**src/sv/pixel_contrast_tint_adjust_macros.svh**
```systemverilog
// Assertion macros used by the pixel contrast/tint adjust flow control.
`ifndef PIXEL_CONTRAST_TINT_ADJUST_MACROS_SVH
`define PIXEL_CONTRAST_TINT_ADJUST_MACROS_SVH

// Same-cycle implication, checked on clk_i, off while rst_ni is low.
`define PCTA_ASSERT_IMP(label, ante, cons, msg) \
  label: assert property (@(posedge clk_i) disable iff (!rst_ni) (ante) |-> (cons)) \
    else $error(msg);

// Next-cycle implication, checked on clk_i, off while rst_ni is low.
`define PCTA_ASSERT_NXT(label, ante, cons, msg) \
  label: assert property (@(posedge clk_i) disable iff (!rst_ni) (ante) |=> (cons)) \
    else $error(msg);

`endif

```
**src/sv/pcta_pkg.sv**
```systemverilog
// Types, constants and codes of the pixel contrast/tint adjust block.
package pcta_pkg;

  localparam int CH_W       = 8;
  localparam int PCT_W      = 7;
  localparam int SEL_W      = 3;
  localparam int K_W        = 8;
  localparam int N_W        = 15;
  localparam int M_W        = 16;
  localparam int RECIP_W    = 13;
  localparam int RECIP_SHIFT = 19;
  localparam int CFG_IDX_W  = 2;
  localparam int CFG_DATA_W = 7;

  localparam int QUOT_W     = 8;
  localparam int DIV_STEPS  = 2;
  localparam int DIV_STAGES = QUOT_W / DIV_STEPS;
  localparam int PIPE_DEPTH = DIV_STAGES + 2;
  localparam int OUT_STAGE  = PIPE_DEPTH - 1;

  localparam logic [K_W-1:0]     K_BASE      = 8'd100;
  localparam logic [CH_W-1:0]    CH_MID      = 8'd127;
  localparam logic [CH_W-1:0]    CH_MAX      = 8'd255;
  localparam logic [CH_W-1:0]    POSTER_MASK = 8'hC0;
  localparam logic [M_W-1:0]     SAT_HI_LIM  = 16'd25500;
  localparam logic [M_W-1:0]     SAT_LO_LIM  = 16'd12700;
  // floor(x / 100) == (x * 5243) >> 19 for every x up to 25500; larger products
  // are saturated before the quotient is used
  localparam logic [RECIP_W-1:0] RECIP_100   = 13'd5243;

  typedef enum logic [SEL_W-1:0] {
    FILT_RAISE      = 3'd0,
    FILT_LOWER      = 3'd1,
    FILT_TINT_BLUE  = 3'd2,
    FILT_TINT_GREEN = 3'd3,
    FILT_TINT_RED   = 3'd4,
    FILT_POSTER     = 3'd5
  } filter_e;

  typedef enum logic [CFG_IDX_W-1:0] {
    CFG_FILTER  = 2'd0,
    CFG_PERCENT = 2'd1
  } cfg_idx_e;

  typedef enum logic [2:0] {
    OP_PASS   = 3'd0,
    OP_RAISE  = 3'd1,
    OP_LOWER  = 3'd2,
    OP_TINT   = 3'd3,
    OP_POSTER = 3'd4
  } chan_op_e;

  typedef struct packed {
    logic [PIPE_DEPTH-1:0] load;
  } stage_ctl_t;

endpackage

```
**src/sv/pcta_chan.sv**
```systemverilog
// Per-channel datapath: products, pipelined restoring divider, filter select.
module pcta_chan import pcta_pkg::*; (
  input  logic            clk_i,
  input  stage_ctl_t      ctl_i,
  input  chan_op_e        op_i,
  input  logic [K_W-1:0]  k_i,
  input  logic [CH_W-1:0] pix_i,
  output logic [CH_W-1:0] pix_o
);

  logic [CH_W-1:0]   v_q    [DIV_STAGES+1];
  logic [N_W-1:0]    rem_q  [DIV_STAGES];
  logic [QUOT_W-1:0] quot_q [DIV_STAGES+1];
  logic [M_W-1:0]    m_q;
  logic [CH_W-1:0]   qm_q    [1:DIV_STAGES];
  logic              hi_q    [1:DIV_STAGES];
  logic              lo_q    [1:DIV_STAGES];
  logic              below_q [1:DIV_STAGES];
  logic [CH_W-1:0]   res_q, res_d;

  logic [M_W+RECIP_W-1:0] scaled;
  logic [N_W-1:0]         k_mid;

  // front stage: v*100 feeds the divider, v*k the scaled-product path
  always_ff @(posedge clk_i) begin
    if (ctl_i.load[0]) begin
      v_q[0]    <= pix_i;
      rem_q[0]  <= N_W'(pix_i) * N_W'(K_BASE);
      quot_q[0] <= '0;
      m_q       <= M_W'(pix_i) * M_W'(k_i);
    end
  end

  assign scaled = (M_W+RECIP_W)'(m_q) * (M_W+RECIP_W)'(RECIP_100);
  assign k_mid  = N_W'(k_i) * N_W'(CH_MID);

  for (genvar s = 1; s <= DIV_STAGES; s++) begin : g_div
    logic [N_W-1:0]    rem_d;
    logic [QUOT_W-1:0] quot_d;

    always_comb begin
      logic [N_W-1:0] dvs;
      rem_d  = rem_q[s-1];
      quot_d = quot_q[s-1];
      for (int t = 0; t < DIV_STEPS; t++) begin
        dvs = N_W'(k_i) << (QUOT_W - 1 - (s - 1) * DIV_STEPS - t);
        if (rem_d >= dvs) begin
          rem_d = rem_d - dvs;
          quot_d[QUOT_W - 1 - (s - 1) * DIV_STEPS - t] = 1'b1;
        end
      end
    end

    always_ff @(posedge clk_i) begin
      if (ctl_i.load[s]) begin
        quot_q[s] <= quot_d;
        v_q[s]    <= v_q[s-1];
      end
    end

    if (s < DIV_STAGES) begin : g_rem
      always_ff @(posedge clk_i) begin
        if (ctl_i.load[s]) begin
          rem_q[s] <= rem_d;
        end
      end
    end

    if (s == 1) begin : g_first
      always_ff @(posedge clk_i) begin
        if (ctl_i.load[s]) begin
          qm_q[s]    <= scaled[RECIP_SHIFT +: CH_W];
          hi_q[s]    <= (m_q > SAT_HI_LIM);
          lo_q[s]    <= (m_q > SAT_LO_LIM);
          below_q[s] <= (rem_q[0] < k_mid);
        end
      end
    end else begin : g_carry
      always_ff @(posedge clk_i) begin
        if (ctl_i.load[s]) begin
          qm_q[s]    <= qm_q[s-1];
          hi_q[s]    <= hi_q[s-1];
          lo_q[s]    <= lo_q[s-1];
          below_q[s] <= below_q[s-1];
        end
      end
    end
  end

  // pick the filtered value for this channel
  always_comb begin
    logic [CH_W-1:0] v;
    v = v_q[DIV_STAGES];
    unique case (op_i)
      OP_RAISE: begin
        if (v > CH_MID) begin
          res_d = hi_q[DIV_STAGES] ? CH_MAX : qm_q[DIV_STAGES];
        end else begin
          res_d = quot_q[DIV_STAGES];
        end
      end
      OP_LOWER: begin
        if (v > CH_MID) begin
          res_d = below_q[DIV_STAGES] ? CH_MID : quot_q[DIV_STAGES];
        end else begin
          res_d = lo_q[DIV_STAGES] ? CH_MID : qm_q[DIV_STAGES];
        end
      end
      OP_TINT:   res_d = hi_q[DIV_STAGES] ? CH_MAX : qm_q[DIV_STAGES];
      OP_POSTER: res_d = (v == CH_MAX) ? CH_MAX : (v & POSTER_MASK);
      OP_PASS:   res_d = v;
      default:   res_d = v;
    endcase
  end

  always_ff @(posedge clk_i) begin
    if (ctl_i.load[OUT_STAGE]) begin
      res_q <= res_d;
    end
  end

  assign pix_o = res_q;

endmodule

```
**src/sv/pcta_flow.sv**
```systemverilog
// Pipeline flow control: per-stage valid bits, load enables, last-pixel flag.
`include "pixel_contrast_tint_adjust_macros.svh"

module pcta_flow import pcta_pkg::*; (
  input  logic       clk_i,
  input  logic       rst_ni,
  input  logic       in_valid_i,
  output logic       in_ready_o,
  input  logic       last_i,
  output logic       out_valid_o,
  input  logic       out_ready_i,
  output logic       last_o,
  output stage_ctl_t ctl_o
);

  logic [PIPE_DEPTH-1:0] valid_q, valid_d;
  logic [PIPE_DEPTH-1:0] last_q;
  logic [PIPE_DEPTH-1:0] load;
  logic                  in_acc, out_acc;

  // a stage loads when it is empty or its content moves on
  always_comb begin
    load[OUT_STAGE] = !valid_q[OUT_STAGE] || out_ready_i;
    for (int s = OUT_STAGE - 1; s >= 0; s--) begin
      load[s] = !valid_q[s] || load[s+1];
    end
  end

  always_comb begin
    logic [PIPE_DEPTH-1:0] shifted;
    shifted = {valid_q[PIPE_DEPTH-2:0], in_valid_i};
    for (int s = 0; s < PIPE_DEPTH; s++) begin
      valid_d[s] = load[s] ? shifted[s] : valid_q[s];
    end
  end

  always_ff @(posedge clk_i or negedge rst_ni) begin
    if (!rst_ni) begin
      valid_q <= '0;
    end else begin
      valid_q <= valid_d;
    end
  end

  always_ff @(posedge clk_i) begin
    logic [PIPE_DEPTH-1:0] last_in;
    last_in = {last_q[PIPE_DEPTH-2:0], last_i};
    for (int s = 0; s < PIPE_DEPTH; s++) begin
      if (load[s]) begin
        last_q[s] <= last_in[s];
      end
    end
  end

  assign in_ready_o  = load[0];
  assign out_valid_o = valid_q[OUT_STAGE];
  assign last_o      = last_q[OUT_STAGE];
  assign ctl_o.load  = load;
  assign in_acc      = in_valid_i && in_ready_o;
  assign out_acc     = out_valid_o && out_ready_i;

  // a stalled stage keeps its item
  for (genvar s = 0; s < PIPE_DEPTH; s++) begin : g_chk
    `PCTA_ASSERT_NXT(a_stall_keeps, valid_q[s] && !load[s], valid_q[s], "stalled item lost")
  end

  // an empty output stage lets the whole chain advance
  `PCTA_ASSERT_IMP(a_empty_ready, !out_valid_o, in_ready_o, "input blocked with output empty")

  // items in flight change only by accepts at either end
  `PCTA_ASSERT_IMP(a_occupancy, $past(rst_ni),
    $countones(valid_q) == $countones($past(valid_q)) + $past(in_acc) - $past(out_acc),
    "item count mismatch")

endmodule

```
**src/sv/pixel_contrast_tint_adjust.sv**
```systemverilog
// Top level of the pixel contrast/tint adjust filter: config registers and pipeline.
// A pixel passes the front stage, the four divider stages and the output register.
// Throughput: one pixel per clock unless out_ready_i stalls; the divider stages (two
//   quotient bits each) and the v*k product path run in parallel, one item per stage.
// Reset: clears all stage valid bits and sets the filter to raise contrast, percent 0.
// Configuration is taken directly by the pipeline; write it only while idle.
module pixel_contrast_tint_adjust import pcta_pkg::*; (
  input  logic                  clk_i,
  input  logic                  rst_ni,
  input  logic                  cfg_we_i,
  input  logic [CFG_IDX_W-1:0]  cfg_idx_i,
  input  logic [CFG_DATA_W-1:0] cfg_wdata_i,
  input  logic                  in_valid_i,
  output logic                  in_ready_o,
  input  logic [CH_W-1:0]       blue_in_i,
  input  logic [CH_W-1:0]       green_in_i,
  input  logic [CH_W-1:0]       red_in_i,
  input  logic                  end_of_image_i,
  output logic                  out_valid_o,
  input  logic                  out_ready_i,
  output logic [CH_W-1:0]       blue_out_o,
  output logic [CH_W-1:0]       green_out_o,
  output logic [CH_W-1:0]       red_out_o,
  output logic                  last_out_o
);

  logic [SEL_W-1:0] filter_q;
  logic [PCT_W-1:0] percent_q;
  logic [K_W-1:0]   k;
  chan_op_e         op_blue, op_green, op_red;
  stage_ctl_t       ctl;

  // register writes; unknown indexes are dropped
  always_ff @(posedge clk_i or negedge rst_ni) begin
    if (!rst_ni) begin
      filter_q  <= FILT_RAISE;
      percent_q <= '0;
    end else if (cfg_we_i) begin
      unique case (cfg_idx_i)
        CFG_FILTER:  filter_q  <= cfg_wdata_i[SEL_W-1:0];
        CFG_PERCENT: percent_q <= cfg_wdata_i[PCT_W-1:0];
        default: ;
      endcase
    end
  end

  // strength factor scaled by 100: k = 100 + percent
  assign k = K_BASE + K_W'(percent_q);

  // per-channel operation; unused selector codes pass the pixel
  always_comb begin
    op_blue  = OP_PASS;
    op_green = OP_PASS;
    op_red   = OP_PASS;
    unique case (filter_q)
      FILT_RAISE: begin
        op_blue  = OP_RAISE;
        op_green = OP_RAISE;
        op_red   = OP_RAISE;
      end
      FILT_LOWER: begin
        op_blue  = OP_LOWER;
        op_green = OP_LOWER;
        op_red   = OP_LOWER;
      end
      FILT_TINT_BLUE:  op_blue  = OP_TINT;
      FILT_TINT_GREEN: op_green = OP_TINT;
      FILT_TINT_RED:   op_red   = OP_TINT;
      FILT_POSTER: begin
        op_blue  = OP_POSTER;
        op_green = OP_POSTER;
        op_red   = OP_POSTER;
      end
      default: ;
    endcase
  end

  // valid bits and stall enables; last-pixel flag rides along
  pcta_flow u_flow (
    .clk_i       (clk_i),
    .rst_ni      (rst_ni),
    .in_valid_i  (in_valid_i),
    .in_ready_o  (in_ready_o),
    .last_i      (end_of_image_i),
    .out_valid_o (out_valid_o),
    .out_ready_i (out_ready_i),
    .last_o      (last_out_o),
    .ctl_o       (ctl)
  );

  // one datapath lane per color channel, all stepped by the same enables
  pcta_chan u_blue (
    .clk_i (clk_i),
    .ctl_i (ctl),
    .op_i  (op_blue),
    .k_i   (k),
    .pix_i (blue_in_i),
    .pix_o (blue_out_o)
  );

  pcta_chan u_green (
    .clk_i (clk_i),
    .ctl_i (ctl),
    .op_i  (op_green),
    .k_i   (k),
    .pix_i (green_in_i),
    .pix_o (green_out_o)
  );

  pcta_chan u_red (
    .clk_i (clk_i),
    .ctl_i (ctl),
    .op_i  (op_red),
    .k_i   (k),
    .pix_i (red_in_i),
    .pix_o (red_out_o)
  );

endmodule
```
**config.mk**
```make
export PLATFORM = sky130hd
export DESIGN_NAME = pixel_contrast_tint_adjust
export DESIGN_NICKNAME = d
export VERILOG_FILES = /design/src/sv/pcta_pkg.sv /design/src/sv/pcta_chan.sv /design/src/sv/pcta_flow.sv /design/src/sv/pixel_contrast_tint_adjust.sv
export VERILOG_INCLUDE_DIRS = /design/src /design/src/sv
export SDC_FILE = /design/constraint.sdc
export NUM_CORES = 2
export LEC_CHECK = 0
export ABC_CLOCK_PERIOD_IN_PS = 12400
export CAP_MARGIN = 20
export CORE_MARGIN = 2
export CORE_UTILIZATION = 60
export CTS_CLUSTER_SIZE = 24
export DETAILED_ROUTE_END_ITERATION = 6
export DONT_BUFFER_PORTS = 1
export GPL_TIMING_DRIVEN = 1
export PLACE_DENSITY = 0.79
export SLEW_MARGIN = 0
export SYNTH_ARGS = -nofsm -noshare
export SYNTH_HDL_FRONTEND = slang
export SYNTH_HIERARCHICAL = 1
export SYNTH_SLANG_ARGS = --single-unit
export TNS_END_PERCENT = 5
```
**constraint.sdc**
```tcl
create_clock -name clk_i -period 12.4 [get_ports clk_i]
set_clock_uncertainty 0.1 [all_clocks]
set_input_delay 1.86 -clock clk_i [delete_from_list [all_inputs] [get_ports clk_i]]
set_output_delay 1.86 -clock clk_i [all_outputs]
set_load 0.02 [all_outputs]
```
# Yosys cells after proc, flatten, opt, wreduce, memory -nomap -nowiden
# Memory sizes are Yosys's and may differ from the RTL's.
# Index checks and enable logic that the tools add are counted.
# W data, S select, Z words.
totals:
  n_memories: 21
  ram_bits: 552
  ff_bits: 94
  in_bits: 39
  mem_bits_ro: 0
  latchBits: 0
mem_list:
  columns: ["memory", "words", "width", "rd", "rd_clocked_by_memory_dff", "wr", "line", "rtl"]
  rows:
  - ["u_blue.rem_q", 4, 15, 4, 0, 4, "pcta_chan.sv:12", "logic [N_W-1:0] rem_q [DIV_STAGES];"]
  - ["u_green.rem_q", 4, 15, 4, 0, 4, "pcta_chan.sv:12", null]
  - ["u_red.rem_q", 4, 15, 4, 0, 4, "pcta_chan.sv:12", null]
  - ["u_blue.quot_q", 5, 8, 5, 0, 5, "pcta_chan.sv:13", "logic [QUOT_W-1:0] quot_q [DIV_STAGES+1];"]
  - ["u_blue.v_q", 5, 8, 5, 0, 5, "pcta_chan.sv:11", "logic [CH_W-1:0] v_q [DIV_STAGES+1];"]
  - ["u_green.quot_q", 5, 8, 5, 0, 5, "pcta_chan.sv:13", null]
  - ["15 more memories", null, null, null, null, null, null, null]
op_classes:
  n_div: 0
  n_reduce_logical: 16
  bitwise: 0
  n_mul: 10
  add_sub_neg: 22
  n_eq_ne: 21
  n_shift: 0
  n_lt_le_gt_ge: 36
  muxes: 79
op_table:
  columns: ["operator", "count"]
  rows:
  - ["$mux W15", 21]
  - ["$mux W8", 18]
  - ["$pmux W8 S4", 3]
  - ["$mul A16 B13 Y27 const B", 3]
  - ["$gt A16 B14 Y1 const B", 3]
  - ["$gt A16 B15 Y1 const B", 3]
  - ["$mul A8 B8 Y16", 3]
  - ["$ge A15 B10 Y1", 3]
  - ["$ge A15 B11 Y1", 3]
  - ["$ge A15 B12 Y1", 3]
  - ["$ge A15 B13 Y1", 3]
  - ["$ge A15 B14 Y1", 3]
  - ["$ge A15 B15 Y1", 3]
  - ["$ge A15 B8 Y1", 3]
  - ["$ge A15 B9 Y1", 3]
  - ["$lt A15 B15 Y1", 3]
  - ["$sub A15 B10 Y15", 3]
  - ["$sub A15 B11 Y15", 3]
  - ["$sub A15 B12 Y15", 3]
  - ["$sub A15 B13 Y15", 3]
  - ["$sub A15 B14 Y15", 3]
  - ["$sub A15 B15 Y15", 3]
  - ["$sub A15 B9 Y15", 3]
  - ["$mul A8 B5 Y13 const B", 3]
  - ["15 further kinds", 79]

# Logic depth before layout (Yosys ltp)
logic_depth:
  ltp_word: 9
  mapped_depth: 24
  mapped_depth_nobuf: 24

# Cells and area by module
# Netlist, hierarchy kept.
by_module_without_submodules:
  columns: ["module", "area_each_um2", "seq_area_each_um2", "cells_per_inst", "instances"]
  rows:
  - ["pcta_chan (u_red)", 17656.9, 5165.0, 1662, 1]
  - ["pcta_chan (u_blue)", 17396.7, 5165.0, 1622, 1]
  - ["pcta_chan (u_green)", 17196.5, 5165.0, 1601, 1]
  - ["pixel_contrast_tint_adjust", 523.0, 250.2, 43, 1]
  - ["pcta_flow", 436.7, 330.3, 28, 1]

# Worst setup path after synthesis
# Ideal clock, no wire load.
synth_path:
  path_type: "flip-flop to flip-flop"
  startpoint: "register percent_q[4]"
  endpoint: "register u_blue/below_q[0][0] (netlist name)"
  path_buffers: 0
  setup_slack_ns: 5.232
  path_stages_with_launch: 20
  t_arrival_ns: 6.860
  required_time_ns: 12.093
  path_cell_list: "dfrtp_1 -> nand3_1 -> xor2_1 -> inv_1 -> fa_1 -> fa_1 -> fa_1 -> fa_1 -> inv_1 -> ha_1 -> a21boi_0 -> o311a_1 -> or3_1 -> o311a_1 -> xnor2_1 -> ha_1 -> and4_1 -> o211ai_1 -> a21oi_1 -> a2111oi_0"
synth_rtl:
  columns: ["element", "line", "rtl"]
  rows:
  - ["from (decl)", "pixel_contrast_tint_adjust.sv:28", "logic [PCT_W-1:0] percent_q;"]
  - ["from (signal assigned)", "pixel_contrast_tint_adjust.sv:41", "CFG_PERCENT: percent_q <= cfg_wdata_i[PCT_W-1:0];"]

==> results.cfg <==
[status]
status = finished, violations left
violations = DRC

[clock_network]
path_clk_slew_ps = 80
numCtsBuffers = 58
tritoncts = done
clkSinkCount = 538
cts_resized = 0
cts_buffer_depth = 3
post_cts_buffers = 0
cts_hold_buf = 0
htree_levels = 2
clock_latency_ps = 650
cts_root_buf = clkbuf_16

[setup_path]
crit_path_max_fanout = 30
worstSetupPathType = reg -> reg
r2r-end = u_green/rem_q[3][4]
worstPathRequired_ps = 12680
cp-end-kind = register
worst-endpoint-arrival_ps = 7630
rrSetupSlack_ps = 5050
r2r_start = percent_q[2]
start_kind = register
worstSetupStartpoint = percent_q[2]
r2r_cells = 22

[floorplanning]
die-area_um2 = 91100
coreArea_um2 = 88100
ios = 66
rows = 109
die_h_um = 302
start_util_pct = 60.4
die_x_um = 302

[sta]
whs_ps = 313
max_slew_margin_pct = 27.9
drv_slew = 0
setup_viol = 0
period_share_pct = 59.3
setup_tns_ps = 0
tightest_slew_ps = 1070
period_needed_ps = 7350
rsz0062_at_grt = false
hold_viol_final = 0
max_clock_freq_ghz = 0.136

[logic_synthesis]
post_synth.cell_area_avg_um2 = 10.7
synth_nets = 6277
synth-seq-cells = 538
ys_seq_area_share_pct = 30.2
ys.flop_type = edfxtp_1
syn_area_um2 = 53200
synthDistinctLibCells = 115
yosysWarnings = 6
postSynthCellCount = 4956
synth-edff-count = 522
async_reset_ff_share_pct = 2.97

[finish]
final_area_um2 = 56900
drive_gt1_share_pct = 6.33
area_growth_pct = 6.88
final_common_cell = inv_1
final_cell_mix = inv_1, ha_1, edfxtp_1, fa_1, nand2_1
nets = 6329

[routing]
drt_iter0_drc = 2629
dr.pass1.iters = 7
ant_nets = 0
vias = 35900
wl_um = 118000
vias_per_cell = 5.77
wl_per_cell_um = 18.9
drc_errors = 10

[worst_hold_path]
whs_path_depth = 0
holdPathEnd = u_green/quot_q[0][23]
hold_class = reg -> reg
holdCritStartpoint = u_green/quot_q[0][15]

[placed_design]
globalplace.congestion = 0.920
dp_hpwl_um = 92400
dpl_cell_area_um2 = 54800
portBuffers = 0

[grt]
grt_max_degree = 73
grt_pass1_wl_um = 192000
gr-usage-all-layers_pct = 26.5
gr-total-overflow = 0
antenna_found_initial = 8
grt_pass1_vias = 37000

[job]
drv_cap = 0
Yosys cell counts (47+ instances only):
cell	instances	area, um^2
o21ai_0	179	896
nand4_1	52	325
and2_1	95	594
fa_1	429	8590
inv_1	919	3450
nor3_1	49	245
mux2_2	79	890
ha_1	853	10700
a21o_1	82	616
nor2_1	234	878
xor2_1	64	561
xnor2_1	181	1590
nand2b_1	47	294
o21a_1	63	473
nand2_1	263	987
nor2b_1	58	363
edfxtp_1	522	15700
a21oi_1	200	1000
cell type report:
cell class | count | area [um^2]
flip-flops and latches | 538 | 16100
fillers | 6806 | 31200
multi-input cells | 3459 | 33600
clock inverters | 46 | 569
inverters | 921 | 3460
clock buffers | 62 | 1490
repair buffers | 30 | 225
well taps | 1165 | 1460
diodes | 1 | 2.50
cell families (layout without fill, tap and decap cells):
group	count (synthesis)	after routing	synth area share [%]
mux	124	124	2.67
simple gates	967	967	9.34
buf+inv	959	1059	6.86
xor+xnor	245	245	4.03
other cells	0	1	0
flops	538	538	30.2
compound gates	841	841	10.7
fa+ha+maj	1282	1282	36.2
metal layers:
metal	wire length (um)	track usage (%)
met1	50500	35.6
met2	56400	44.5
met3	7460	4.30
met4	3200	7.44
met5	30	0
worst max-delay path: stages (launching register included):
cell and delay, ps:
dfrtp_1 400, ha_1 280, a21oi_1 370, xor2_4 710, inv_1 90, buf_4 260
ha_1 390, o21ai_0 250, nor2_1 130, nor3b_1 330, nand2_1 400, o21ai_0 530
inv_1 90, ha_1 290, nor2b_1 140, o31a_1 270, o31a_1 270, o21ai_0 220
a21boi_0 210, a2111oi_4 450, and4_1 480, inv_6 100, mux2_4 310
how the worst max path moves through the flow:
stage	to	slack [ps]
after global routing	u_green/rem_q[3][7]	4500
after CTS	u_green/rem_q[3][6]	5140
after global placement	u_green/rem_q[3][8]	5390
final	u_green/rem_q[3][4]	5050
after detailed placement	u_green/rem_q[3][7]	5180
after floorplan	u_blue/below_q[0][0]	5230
stage by stage:
step                setup WS, ps  util [%]  instances
global route                4500      64.5       6221
global placement            5390      62.2       6113
finish                      5050      64.5       6222
CTS                         5140      64.5       6221
detailed placement          5180      62.2       6113
floorplan                   5230         -       4956
sequential cells by signal, indices dropped and copies added (netlist names), 20 cells and up:
register and flops:
u_blue/qm_q 32, u_blue/rem_q 44, u_red/v_q 40, u_green/qm_q 32, u_green/rem_q 44, u_red/quot_q 20, u_blue/v_q 40, u_blue/quot_q 20
u_green/quot_q 20, u_red/rem_q 44, u_green/v_q 40, u_red/qm_q 32
Power is left out: the tool's default activity adds up to more than one toggle a clock period on the data nets, which glitch-free logic cannot reach.
